<file path="src/hdl/cats_pkg.sv">
`default_nettype none

package cats_pkg;

  // Field widths
  localparam int TIME_W    = 32;
  localparam int SNR_W     = 10;
  localparam int BYTES_W   = 32;
  localparam int SEQ_W     = 32;
  localparam int ALPHA_W   = 4;
  localparam int MAX_W     = 6;
  localparam int CHUNK_W   = 20;
  localparam int SECONDS_W = 12;
  localparam int SEED_W    = 32;

  // Denominator 10 * metric_max, at most 630
  localparam int DEN_W = 10;

  // LFSR and draw
  localparam int                  LFSR_W    = 32;
  localparam int                  DRAW_W    = 16;
  localparam logic [LFSR_W-1:0]   LFSR_MASK = 32'h8020_0003;

  localparam int FRACTION_BITS_DEFAULT = 16;

  // Configuration port
  localparam int DATA_W    = 32;
  localparam int ADDR_W    = 5;
  localparam int REG_IDX_W = 3;

  localparam logic [REG_IDX_W-1:0] REG_ALPHA        = 3'd0;
  localparam logic [REG_IDX_W-1:0] REG_UL_MAX       = 3'd1;
  localparam logic [REG_IDX_W-1:0] REG_DL_MAX       = 3'd2;
  localparam logic [REG_IDX_W-1:0] REG_CHUNK        = 3'd3;
  localparam logic [REG_IDX_W-1:0] REG_TIMEOUT      = 3'd4;
  localparam logic [REG_IDX_W-1:0] REG_MIN_INTERVAL = 3'd5;
  localparam logic [REG_IDX_W-1:0] REG_SEED         = 3'd6;

  // Register reset values
  localparam logic [ALPHA_W-1:0]   ALPHA_RST        = 4'd6;
  localparam logic [MAX_W-1:0]     METRIC_MAX_RST   = 6'd30;
  localparam logic [CHUNK_W-1:0]   CHUNK_RST        = 20'd52429;
  localparam logic [SECONDS_W-1:0] TIMEOUT_RST      = 12'd120;
  localparam logic [SECONDS_W-1:0] MIN_INTERVAL_RST = 12'd10;
  localparam logic [SEED_W-1:0]    SEED_RST         = 32'd1;

endpackage

`default_nettype wire

</file>
<file path="src/hdl/cats_if.sv">
`default_nettype none

interface cats_sample_if;
  import cats_pkg::*;

  logic                     valid;
  logic                     ready;
  logic [TIME_W-1:0]        time_seconds;
  logic signed [SNR_W-1:0]  snr_tenths_db;

  modport source (output valid, output time_seconds, output snr_tenths_db, input ready);
  modport sink   (input valid, input time_seconds, input snr_tenths_db, output ready);
endinterface

interface cats_decision_if;
  import cats_pkg::*;

  logic               valid;
  logic               ready;
  logic               uplink_send;
  logic [BYTES_W-1:0] uplink_bytes;
  logic [SEQ_W-1:0]   uplink_sequence;
  logic               downlink_send;
  logic [BYTES_W-1:0] downlink_bytes;
  logic [SEQ_W-1:0]   downlink_sequence;

  modport source (
    output valid, input ready,
    output uplink_send, output uplink_bytes, output uplink_sequence,
    output downlink_send, output downlink_bytes, output downlink_sequence
  );
  modport sink (
    input valid, output ready,
    input uplink_send, input uplink_bytes, input uplink_sequence,
    input downlink_send, input downlink_bytes, input downlink_sequence
  );
endinterface

`default_nettype wire

</file>
<file path="src/hdl/channel_aware_transmit_scheduler.sv">
// Per direction, the restoring divider (one bit a cycle) and up to alpha-1 passes
// through the shared multiplier set the time from sample accept to decision valid.
// Throughput: one sample in flight; the next is taken the cycle after the decision is
// registered, and a decision still waiting for ready holds the sequencer in its finish state.
// Reset: synchronous rst clears buffers, counters, last-send times and loads the
// register defaults, with the LFSR loaded from the default seed.
`default_nettype none

module channel_aware_transmit_scheduler #(
  parameter int FRACTION_BITS = cats_pkg::FRACTION_BITS_DEFAULT
) (
  input  wire logic                        clk,
  input  wire logic                        rst,
  cats_sample_if.sink                      sample,
  cats_decision_if.source                  decision,
  input  wire logic                        psel,
  input  wire logic                        penable,
  input  wire logic                        pwrite,
  input  wire logic [cats_pkg::ADDR_W-1:0] paddr,
  input  wire logic [cats_pkg::DATA_W-1:0] pwdata,
  output logic      [cats_pkg::DATA_W-1:0] prdata,
  output logic                             pready
);
  import cats_pkg::*;

  localparam int FB     = FRACTION_BITS;
  // Dividend |snr| << FB, quotient has the same width
  localparam int NW     = FB + SNR_W;
  localparam int DCNT_W = $clog2(NW);

  typedef enum logic [3:0] {
    ST_IDLE,
    ST_ACCUM,
    ST_DELTA,
    ST_CHECK,
    ST_DRAW,
    ST_DIV,
    ST_EVAL,
    ST_MUL,
    ST_CMP,
    ST_COMMIT,
    ST_FINISH
  } state_t;

  // ---------------------------------------------------------------------------
  // Configuration registers
  // ---------------------------------------------------------------------------
  logic [ALPHA_W-1:0]   alpha;
  logic [MAX_W-1:0]     ul_max;
  logic [MAX_W-1:0]     dl_max;
  logic [CHUNK_W-1:0]   chunk_bytes;
  logic [SECONDS_W-1:0] timeout_seconds;
  logic [SECONDS_W-1:0] min_interval_seconds;
  logic [SEED_W-1:0]    random_seed;

  logic                 cfg_write;
  logic [REG_IDX_W-1:0] cfg_idx;

  assign pready    = 1'b1;
  assign cfg_write = psel && penable && pwrite;
  assign cfg_idx   = paddr[ADDR_W-1:2];

  always_ff @(posedge clk) begin
    if (rst) begin
      alpha                <= ALPHA_RST;
      ul_max               <= METRIC_MAX_RST;
      dl_max               <= METRIC_MAX_RST;
      chunk_bytes          <= CHUNK_RST;
      timeout_seconds      <= TIMEOUT_RST;
      min_interval_seconds <= MIN_INTERVAL_RST;
      random_seed          <= SEED_RST;
    end else if (cfg_write) begin
      case (cfg_idx)
        REG_ALPHA:        alpha                <= pwdata[ALPHA_W-1:0];
        REG_UL_MAX:       ul_max               <= pwdata[MAX_W-1:0];
        REG_DL_MAX:       dl_max               <= pwdata[MAX_W-1:0];
        REG_CHUNK:        chunk_bytes          <= pwdata[CHUNK_W-1:0];
        REG_TIMEOUT:      timeout_seconds      <= pwdata[SECONDS_W-1:0];
        REG_MIN_INTERVAL: min_interval_seconds <= pwdata[SECONDS_W-1:0];
        REG_SEED:         random_seed          <= pwdata[SEED_W-1:0];
        default: ;  // unmapped index: drop the write
      endcase
    end
  end

  always_comb begin
    case (cfg_idx)
      REG_ALPHA:        prdata = DATA_W'(alpha);
      REG_UL_MAX:       prdata = DATA_W'(ul_max);
      REG_DL_MAX:       prdata = DATA_W'(dl_max);
      REG_CHUNK:        prdata = DATA_W'(chunk_bytes);
      REG_TIMEOUT:      prdata = DATA_W'(timeout_seconds);
      REG_MIN_INTERVAL: prdata = DATA_W'(min_interval_seconds);
      REG_SEED:         prdata = DATA_W'(random_seed);
      default:          prdata = '0;
    endcase
  end

  // ---------------------------------------------------------------------------
  // Datapath registers
  // ---------------------------------------------------------------------------
  state_t                  state;
  logic                    dir;          // 0: uplink, 1: downlink
  logic [TIME_W-1:0]       now;
  logic signed [SNR_W-1:0] snr;
  logic [TIME_W-1:0]       delta;
  logic                    send_flag;
  logic [LFSR_W-1:0]       lfsr;
  logic [DRAW_W-1:0]       draw;

  // Per-direction state, indexed by dir
  logic [TIME_W-1:0]       last_time [2];
  logic [BYTES_W-1:0]      buffer    [2];
  logic [SEQ_W-1:0]        count     [2];

  // Shared divider / multiplier registers
  logic [NW-1:0]           num;          // dividend in, quotient out
  logic [DEN_W-1:0]        rem;
  logic [DEN_W-1:0]        den;
  logic [DCNT_W-1:0]       dcnt;
  logic [FB-1:0]           prob;
  logic [ALPHA_W-1:0]      mcnt;

  // Decision under construction and its output register
  logic                    res_send  [2];
  logic [BYTES_W-1:0]      res_bytes [2];
  logic [SEQ_W-1:0]        res_seq   [2];
  logic                    out_valid;
  logic                    out_ul_send;
  logic [BYTES_W-1:0]      out_ul_bytes;
  logic [SEQ_W-1:0]        out_ul_seq;
  logic                    out_dl_send;
  logic [BYTES_W-1:0]      out_dl_bytes;
  logic [SEQ_W-1:0]        out_dl_seq;

  // ---------------------------------------------------------------------------
  // Combinational helpers
  // ---------------------------------------------------------------------------
  logic [TIME_W-1:0]       delta_next;
  logic [BYTES_W:0]        ul_sum;
  logic [BYTES_W:0]        dl_sum;
  logic [SNR_W-1:0]        mag;
  logic                    snr_neg;
  logic [MAX_W-1:0]        max_sel;
  logic [DEN_W-1:0]        den_next;
  logic [LFSR_W-1:0]       lfsr_next;
  logic [DEN_W:0]          rem_sh;
  logic                    rem_ge;
  logic [DEN_W:0]          rem_diff;
  logic                    q_big;
  logic [2*FB-1:0]         prod;
  logic [DRAW_W+FB-1:0]    cmp_draw;
  logic [DRAW_W+FB-1:0]    cmp_prob;

  // Elapsed time is the absolute difference, either order
  assign delta_next = (now >= last_time[dir]) ? (now - last_time[dir])
                                              : (last_time[dir] - now);

  // Saturating buffer add
  assign ul_sum = {1'b0, buffer[0]} + (BYTES_W+1)'(chunk_bytes);
  assign dl_sum = {1'b0, buffer[1]} + (BYTES_W+1)'(chunk_bytes);

  assign snr_neg = snr[SNR_W-1];
  // -512 maps to 512, which still fits unsigned
  assign mag     = snr_neg ? SNR_W'(-snr) : SNR_W'(snr);

  // Denominator 10 * max, a max of zero acts as one
  assign max_sel  = dir ? dl_max : ul_max;
  assign den_next = (max_sel == '0) ? DEN_W'(10)
                  : ((DEN_W'(max_sel) << 3) + (DEN_W'(max_sel) << 1));

  // Right-shifting Galois step
  assign lfsr_next = (lfsr >> 1) ^ (lfsr[0] ? LFSR_MASK : '0);

  // One restoring-division step
  assign rem_sh   = {rem, num[NW-1]};
  assign rem_ge   = rem_sh >= {1'b0, den};
  assign rem_diff = rem_sh - {1'b0, den};

  // Quotient of one or more gives p >= 1
  assign q_big = |num[NW-1:FB];

  assign prod = prob * num[FB-1:0];

  // draw / 2^16 < prob / 2^FB
  assign cmp_draw = {draw, {FB{1'b0}}};
  assign cmp_prob = {prob, {DRAW_W{1'b0}}};

  // ---------------------------------------------------------------------------
  // Sequencer
  // ---------------------------------------------------------------------------
  always_ff @(posedge clk) begin
    if (rst) begin
      state        <= ST_IDLE;
      dir          <= 1'b0;
      send_flag    <= 1'b0;
      lfsr         <= SEED_RST;
      out_valid    <= 1'b0;
      last_time[0] <= '0;
      last_time[1] <= '0;
      buffer[0]    <= '0;
      buffer[1]    <= '0;
      count[0]     <= '0;
      count[1]     <= '0;
      res_send[0]  <= 1'b0;
      res_send[1]  <= 1'b0;
    end else begin
      // Drop the decision once taken; the finish state reloads it on its own
      if (out_valid && decision.ready && state != ST_FINISH) begin
        out_valid <= 1'b0;
      end

      case (state)
        ST_IDLE: begin
          if (sample.valid) begin
            now          <= sample.time_seconds;
            snr          <= sample.snr_tenths_db;
            res_send[0]  <= 1'b0;
            res_send[1]  <= 1'b0;
            res_bytes[0] <= '0;
            res_bytes[1] <= '0;
            res_seq[0]   <= '0;
            res_seq[1]   <= '0;
            state        <= ST_ACCUM;
          end
        end

        ST_ACCUM: begin
          buffer[0] <= ul_sum[BYTES_W] ? '1 : ul_sum[BYTES_W-1:0];
          buffer[1] <= dl_sum[BYTES_W] ? '1 : dl_sum[BYTES_W-1:0];
          dir       <= 1'b0;
          state     <= ST_DELTA;
        end

        ST_DELTA: begin
          delta <= delta_next;
          state <= ST_CHECK;
        end

        ST_CHECK: begin
          if (delta > TIME_W'(timeout_seconds)) begin
            send_flag <= 1'b1;
            state     <= ST_COMMIT;
          end else if (delta >= TIME_W'(min_interval_seconds)) begin
            // Negative probability: no send and no draw
            if (snr_neg && alpha[0]) begin
              send_flag <= 1'b0;
              state     <= ST_COMMIT;
            end else begin
              state <= ST_DRAW;
            end
          end else begin
            send_flag <= 1'b0;
            state     <= ST_COMMIT;
          end
        end

        ST_DRAW: begin
          lfsr <= lfsr_next;
          draw <= lfsr_next[LFSR_W-1:LFSR_W-DRAW_W];
          if (alpha == '0) begin
            send_flag <= 1'b1;
            state     <= ST_COMMIT;
          end else begin
            num   <= {mag, {FB{1'b0}}};
            rem   <= '0;
            den   <= den_next;
            dcnt  <= DCNT_W'(NW - 1);
            state <= ST_DIV;
          end
        end

        ST_DIV: begin
          rem <= rem_ge ? rem_diff[DEN_W-1:0] : rem_sh[DEN_W-1:0];
          num <= {num[NW-2:0], rem_ge};
          if (dcnt == '0) begin
            state <= ST_EVAL;
          end else begin
            dcnt <= dcnt - 1'b1;
          end
        end

        ST_EVAL: begin
          if (q_big) begin
            send_flag <= 1'b1;
            state     <= ST_COMMIT;
          end else begin
            prob  <= num[FB-1:0];
            mcnt  <= ALPHA_W'(1);
            state <= (alpha == ALPHA_W'(1)) ? ST_CMP : ST_MUL;
          end
        end

        ST_MUL: begin
          // Truncating Q0.FB product, one per cycle
          prob <= prod[2*FB-1:FB];
          mcnt <= mcnt + 1'b1;
          if (mcnt + 1'b1 == alpha) begin
            state <= ST_CMP;
          end
        end

        ST_CMP: begin
          send_flag <= cmp_draw < cmp_prob;
          state     <= ST_COMMIT;
        end

        ST_COMMIT: begin
          if (send_flag) begin
            res_send[dir]  <= 1'b1;
            res_bytes[dir] <= buffer[dir];
            res_seq[dir]   <= count[dir];
            buffer[dir]    <= '0;
            count[dir]     <= count[dir] + 1'b1;
            last_time[dir] <= now;
          end
          if (!dir) begin
            dir   <= 1'b1;
            state <= ST_DELTA;
          end else begin
            state <= ST_FINISH;
          end
        end

        ST_FINISH: begin
          // Hold until the output register is free
          if (!out_valid || decision.ready) begin
            out_valid    <= 1'b1;
            out_ul_send  <= res_send[0];
            out_ul_bytes <= res_bytes[0];
            out_ul_seq   <= res_seq[0];
            out_dl_send  <= res_send[1];
            out_dl_bytes <= res_bytes[1];
            out_dl_seq   <= res_seq[1];
            state        <= ST_IDLE;
          end
        end

        default: state <= ST_IDLE;
      endcase

      // Seed write loads the LFSR at once; a zero seed loads one
      if (cfg_write && cfg_idx == REG_SEED) begin
        lfsr <= (pwdata[SEED_W-1:0] != '0) ? pwdata[SEED_W-1:0] : LFSR_W'(1);
      end
    end
  end

  // ---------------------------------------------------------------------------
  // Channel ports
  // ---------------------------------------------------------------------------
  assign sample.ready = (state == ST_IDLE);

  assign decision.valid             = out_valid;
  assign decision.uplink_send       = out_ul_send;
  assign decision.uplink_bytes      = out_ul_bytes;
  assign decision.uplink_sequence   = out_ul_seq;
  assign decision.downlink_send     = out_dl_send;
  assign decision.downlink_bytes    = out_dl_bytes;
  assign decision.downlink_sequence = out_dl_seq;

endmodule

`default_nettype wire

</file>
<file path="src/flat_wrapper.sv">
// flat-port wrapper written by rule: the top's interface ports become plain ports
module channel_aware_transmit_scheduler_flat import cats_pkg::*;
#(
  parameter int FRACTION_BITS = cats_pkg::FRACTION_BITS_DEFAULT
)
  (clk, rst, psel, penable, pwrite, paddr, pwdata, prdata, pready, sample_valid, sample_time_seconds, sample_snr_tenths_db, sample_ready, decision_valid, decision_ready, decision_uplink_send, decision_uplink_bytes, decision_uplink_sequence, decision_downlink_send, decision_downlink_bytes, decision_downlink_sequence);
  cats_sample_if sample_i ();
  cats_decision_if decision_i ();
  input  wire logic clk;
  input  wire logic rst;
  input  wire logic psel;
  input  wire logic penable;
  input  wire logic pwrite;
  input  wire logic [cats_pkg::ADDR_W-1:0] paddr;
  input  wire logic [cats_pkg::DATA_W-1:0] pwdata;
  output logic      [cats_pkg::DATA_W-1:0] prdata;
  output logic pready;
  input wire logic [$bits(sample_i.valid)-1:0] sample_valid;
  input wire logic [$bits(sample_i.time_seconds)-1:0] sample_time_seconds;
  input wire logic [$bits(sample_i.snr_tenths_db)-1:0] sample_snr_tenths_db;
  output wire logic [$bits(sample_i.ready)-1:0] sample_ready;
  output wire logic [$bits(decision_i.valid)-1:0] decision_valid;
  input wire logic [$bits(decision_i.ready)-1:0] decision_ready;
  output wire logic [$bits(decision_i.uplink_send)-1:0] decision_uplink_send;
  output wire logic [$bits(decision_i.uplink_bytes)-1:0] decision_uplink_bytes;
  output wire logic [$bits(decision_i.uplink_sequence)-1:0] decision_uplink_sequence;
  output wire logic [$bits(decision_i.downlink_send)-1:0] decision_downlink_send;
  output wire logic [$bits(decision_i.downlink_bytes)-1:0] decision_downlink_bytes;
  output wire logic [$bits(decision_i.downlink_sequence)-1:0] decision_downlink_sequence;
  assign sample_i.valid = sample_valid;
  assign sample_i.time_seconds = sample_time_seconds;
  assign sample_i.snr_tenths_db = sample_snr_tenths_db;
  assign sample_ready = sample_i.ready;
  assign decision_valid = decision_i.valid;
  assign decision_i.ready = decision_ready;
  assign decision_uplink_send = decision_i.uplink_send;
  assign decision_uplink_bytes = decision_i.uplink_bytes;
  assign decision_uplink_sequence = decision_i.uplink_sequence;
  assign decision_downlink_send = decision_i.downlink_send;
  assign decision_downlink_bytes = decision_i.downlink_bytes;
  assign decision_downlink_sequence = decision_i.downlink_sequence;
  channel_aware_transmit_scheduler #(.FRACTION_BITS(FRACTION_BITS)) u_core (.clk(clk), .rst(rst), .sample(sample_i), .decision(decision_i), .psel(psel), .penable(penable), .pwrite(pwrite), .paddr(paddr), .pwdata(pwdata), .prdata(prdata), .pready(pready));
endmodule
</file>
<file path="config.mk">
export PLATFORM = sky130hd
export DESIGN_NAME = channel_aware_transmit_scheduler_flat
export DESIGN_NICKNAME = d
export VERILOG_FILES = /design/src/hdl/cats_pkg.sv /design/src/hdl/cats_if.sv /design/src/hdl/channel_aware_transmit_scheduler.sv /design/src/flat_wrapper.sv
export SDC_FILE = /design/constraint.sdc
export NUM_CORES = 2
export LEC_CHECK = 0
export BUFFER_PORTS_ARGS = -buffer_cell sky130_fd_sc_hd__buf_2
export CAP_MARGIN = 30
export CORE_MARGIN = 5
export CORE_UTILIZATION = 67
export DETAILED_ROUTE_END_ITERATION = 12
export GPL_TIMING_DRIVEN = 1
export PLACE_DENSITY_LB_ADDON = 0.25
export SYNTH_ARGS = -nofsm -noshare
export SYNTH_HDL_FRONTEND = slang
export SYNTH_SLANG_ARGS = --single-unit
export TNS_END_PERCENT = 5
</file>
<file path="constraint.sdc">
create_clock -name clk -period 13.6 [get_ports clk]
set_input_delay 2.72 -clock clk [delete_from_list [all_inputs] [get_ports clk]]
set_output_delay 2.72 -clock clk [all_outputs]
set_load 0.1 [all_outputs]
</file>
Yosys cells after proc, flatten, opt, wreduce, memory -nomap -nowiden. Memories as Yosys holds them, arrays and structs flattened. A register that Yosys moved wholly into a read port is not among the register bits. Cells that the tools add are included. Widths: inputs -> output; s select.

Register bits after elaboration: 292. Memory bits (writable): 322. Word-level logic and storage cells: 208. Memories: 6.

Memories: u_core.buffer (depth 2, width 32, rd ports 3, clocked after memory_dff 1, wr ports 2, line channel_aware_transmit_scheduler.sv:113) `logic [BYTES_W-1:0] buffer [2];`; u_core.count (depth 2, width 32, rd ports 1, clocked after memory_dff 1, wr ports 2, line channel_aware_transmit_scheduler.sv:114) `logic [SEQ_W-1:0] count [2];`; u_core.last_time (depth 2, width 32, rd ports 1, clocked after memory_dff 1, wr ports 2, line channel_aware_transmit_scheduler.sv:112) `logic [TIME_W-1:0] last_time [2];`; u_core.res_bytes (depth 2, width 32, rd ports 2, clocked after memory_dff 2, wr ports 2, line channel_aware_transmit_scheduler.sv:126) `logic [BYTES_W-1:0] res_bytes [2];`; u_core.res_seq (depth 2, width 32, rd ports 2, clocked after memory_dff 2, wr ports 2, line channel_aware_transmit_scheduler.sv:127) `logic [SEQ_W-1:0] res_seq [2];`; u_core.res_send (depth 2, width 1, rd ports 2, clocked after memory_dff 2, wr ports 2, line channel_aware_transmit_scheduler.sv:125) `logic res_send [2];`.

Add/subtract/negate cells: 10. Multipliers: 1. Magnitude comparators: 5. Equal/unequal tests: 29. Muxes and demuxes: 85. Bitwise gates (word level): 7. Reduce and logical (&&, ||, !) cells: 43.

Operators by type and width (count): $mux 32 (14); $pmux 32 s7 (1); $reduce_or 32->1 (5); $add 32x20->33 (2); $sub 32x32->32 (2); $pmux 26 s2 (1); $mux 4 (12); $pmux 4 s11 (1); $mux 1 (42); $add 32x1->32 const B (1); $ge 32x12->1 (1); $ge 32x32->1 (1); $gt 32x12->1 (1); $lt 32x32->1 (1); $mul 16x16->32 (1); $pmux 16 s2 (1); $reduce_bool 32->1 (1); $xor 31x32->32 (1); $mux 10 (3); $mux 26 (1); $pmux 10 s2 (1); $reduce_and 2->1 (9); $eq 4x3->1 const B (4); $mux 16 (1); 38 further kinds (72).

Longest topological paths before layout.
Depth in word-level cells: 6. Gate-level depth with buffers: 23. Depth with buffers taken out: 22.

Worst setup path after synthesis. Ideal clock, no wire load.

Path kind: input-to-reg. From: input rst. To: register u_core.out_dl_bytes[0] (netlist: decision_downlink_bytes[0]), read port of u_core.res_bytes (enable). Library setup time: 0.620 ns. Arrival: 8.585 ns. Required time: 12.980 ns. Slack: 4.394 ns. Stages on the path: 4. Buffers on the path: 1. Cells stage by stage: inv_1 -> clkbuf_1 -> nand2_1 -> nor2_1.

Cells in the longest elaborated chain, start to end: 2.

Ends and longest elaborated chain: start: declaration (line flat_wrapper.sv:10) `input wire logic rst;`; $not 1->1 (no source line); $reduce_and 3->1 (no source line); end: declaration (line channel_aware_transmit_scheduler.sv:133) `logic [BYTES_W-1:0] out_dl_bytes;`.

Every way passes these cells. A chain may end at the register's enable or synchronous reset.

Worst setup path in the final report.
From: input paddr[2] (netlist name). To: output prdata[1] (netlist name).

Cells in the longest elaborated chain, start to end: 2.

Ends and longest elaborated chain: start: declaration (line flat_wrapper.sv:14) `input wire logic [cats_pkg::ADDR_W-1:0] paddr;`; $eq 3x3->1, or another cell as far along (line channel_aware_transmit_scheduler.sv:87) `case (cfg_idx)`; $pmux 32 s7 (*) (line channel_aware_transmit_scheduler.sv:87); end: declaration (line flat_wrapper.sv:16) `output logic [cats_pkg::DATA_W-1:0] prdata;`.

Mark *: on every way between the ends. The rest lies on a longest branch, timed or not.

==> reports/results.ini <==
[timing]
slew_headroom_pct=29.6
finalWorstSetupSlack_ns=5.37
min_period_over_period_pct=60.5
setup_tns_ns=0
finalClockSkew_ns=0.00997
fin_crit_ns=8.23
finalSetupViolCount=0
drv_slew=0
rsz0062_at_grt=no
tightest_slew_ns=1.05
hold_viol_final=0
holdWs_ns=0.415
fmax_mhz=121

[floorplanning]
dieArea_sq_mm=0.0712
die_height_um=267
initial_core_util_pct=67.3
die_x_um=267
core_sq_mm=0.0656
ios=251
rows=94

[layout]
fin_cells=5332
area_growth_pct=10.2
num-nets-final=4944
layout-drive-gt1-share_pct=11.0

[routing]
antenna_left=0
drt_wl_total_mm=105
avgRoutedWirePerCell_um=19.8
vias=32100
remaining_drc_errors=0
vias_per_cell=6.02
first_iter_violations=2937
drt-pass1-iter-count=6

[synthesis]
synth_enable_flop_cells=546
postSynthAreaPerCell_sq_um=10.4
synth_area_leaders=edfxtp_1 (37%), fa_1 (9.0%), dfxtp_1 (9.0%)
async_flop_share_pct=0
synth_top_area_cell=edfxtp_1
synth_top_area_share_pct=37.1
ys_seq_area_share_pct=46.1
yosysWarnings=0
ys_ff_latch=744
syn_area_sq_mm=0.0442
synth_cells=4238
synthDistinctLibCells=98
synthFlopType=edfxtp_1
synthesis.nets=4783

[global_routing]
grt.overflow.total=0
track_usage_pct=29.3
grt_pass1_vias=31500
grt_max_degree=78
grt_pass1_wl_mm=168
grt_antenna_before_repair=10

[worst_hold_path]
hold_path_class=reg -> reg

[critical_path]
crit_required_ns=10.88
cp_top_family=buffers and inverters
critPathMaxStageDelay_ns=0.91
worstSetupPathType=in -> out
cp_max_fo=29
worstPathArrival_ns=5.51
startpoint_type=primary input
cp_cell_sequence=buf_2, nor2b_1, a22oi_1, o21ai_0, buf_2
worst-path-buf-inv=2
timing.critical_path.to_type=output pin
cp_common_cell=buf_2
critical-path-slowest-cell=nor2b_1

[pwr]
p_leak_nw=20.0
power_w=0.00521
power_density_mw_per_mm2=107
max-vdd-ir-drop_uv=150

[clocking]
postCtsHoldBufs=0
clockRootBuffer=clkbuf_16
cts_made_buffers=77
cts_resized=0
clkSinkCount=744
htree_levels=3
cts_buffer_depth=3
cts_tree=yes
cts_setup_buffers=0
clk_latency_ns=0.62
path_clk_slew_ns=0.06

[placement]
io_buffers=247
dp_slack_ns=5.52
gp_congestion=0.938
dpl.hpwl_mm=73.7
dp_cells=5181

[status]
outcome=complete, no violations

[job]
maxCapViolations=0

-- area by class of cell --
cell class	instances	area (sq um)
multi-input combinational	2888	21600
sequential	744	20400
antenna	7	17.5
timing repair buffer	290	1670
clock inverter	36	369
clock buffer	105	2130
inverter	398	1500
tap	864	1080
fill	4557	16900
-- registers in the layout, indices dropped and copies added, names as in the netlist, 26 cells and up, named ones only --
signal,cells
u_core.buffer,64
u_core.count,64
u_core.last_time,64
u_core.res_bytes,64
u_core.res_seq,64
decision_downlink_bytes,32
decision_downlink_sequence,32
decision_uplink_bytes,32
decision_uplink_sequence,32
u_core.delta,32
u_core.lfsr,32
u_core.now,32
u_core.random_seed,32
u_core.num,26
-- cells by family (layout without fill, tap and decap cells) --
logic type	Yosys count	count (layout)	synth area share, %
other cells	1	8	0.00849
compound gates	751	751	10.7
flops	744	744	46.1
mux	194	194	4.57
buf+inv	606	829	5.37
xor+xnor	129	129	2.56
simple gates	1354	1354	14.3
fa+ha+maj	459	459	16.4
-- stage by stage --
stage,instance area [sq um],util (%)
6_report,48700,74.2
5_1_grt,48700,74.2
4_1_cts,48600,74.0
3_5_place_dp,46100,70.2
3_3_place_gp,46000,70.1
2_1_floorplan,44200,-
-- synthesized netlist by cell type, types with 51 or more instances --
cell type	instances
and3_1	51
dfxtp_1	198
o21ai_0	181
edfxtp_1	546
nor2_1	399
nor3_1	59
nand3_1	51
xor2_1	61
nand2_1	456
a21oi_1	249
mux2i_1	153
xnor2_1	68
clkbuf_1	159
ha_1	260
and2_1	130
inv_1	397
fa_1	199
a21o_1	56
-- worst paths after layout --
kind,slack (ns),from,cells after the start,end
worst min register to register,0.42,u_core.res_bytes[0][4]$_SDFFCE_PN0P_,0,decision_uplink_bytes[4]$_DFFE_PP_
worst max register to register,6.57,u_core.prob[8]$_DFFE_PP_,19,u_core.prob[15]$_DFFE_PP_
worst min-delay path,0.42,u_core.res_bytes[0][4]$_SDFFCE_PN0P_,0,decision_uplink_bytes[4]$_DFFE_PP_
worst max-delay path,5.37,paddr[2],5,prdata[1]
-- metal layers --
layer  global-route usage, %  wire [um]  up-vias
met3                    4.71       8800      231
met2                    48.1      50300     1336
met4                    9.62       3540        4
met5                       0         27        -
met1                    40.6      42800    15500
li1                        -          -    15000
-- report_power, final --
group	leakage [nW]	internal, W	total [W]	switching (W)
clock network	1.22	0.00121	0.00208	0.000879
logic	11.9	0.000193	0.000564	0.000371
registers	6.82	0.00251	0.00256	0.0000463
total	20.0	0.00391	0.00521	0.00130
-- placed cells by master (no fill, tap or decap), drive strengths merged, types with 32 or more instances in the layout --
master	count
a21o	56
a21oi	249
a31oi	42
and2	130
and3	51
buf	290
clkbuf	105
dfxtp	198
edfxtp	546
fa	199
ha	260
inv	403
mux2	39
mux2i	153
nand2	456
nand2b	32
nand3	54
nand4	32
nor2	399
nor2b	46
nor3	61
o21ai	182
xnor2	68
xor2	61
(Power assumes the default switching activity.)
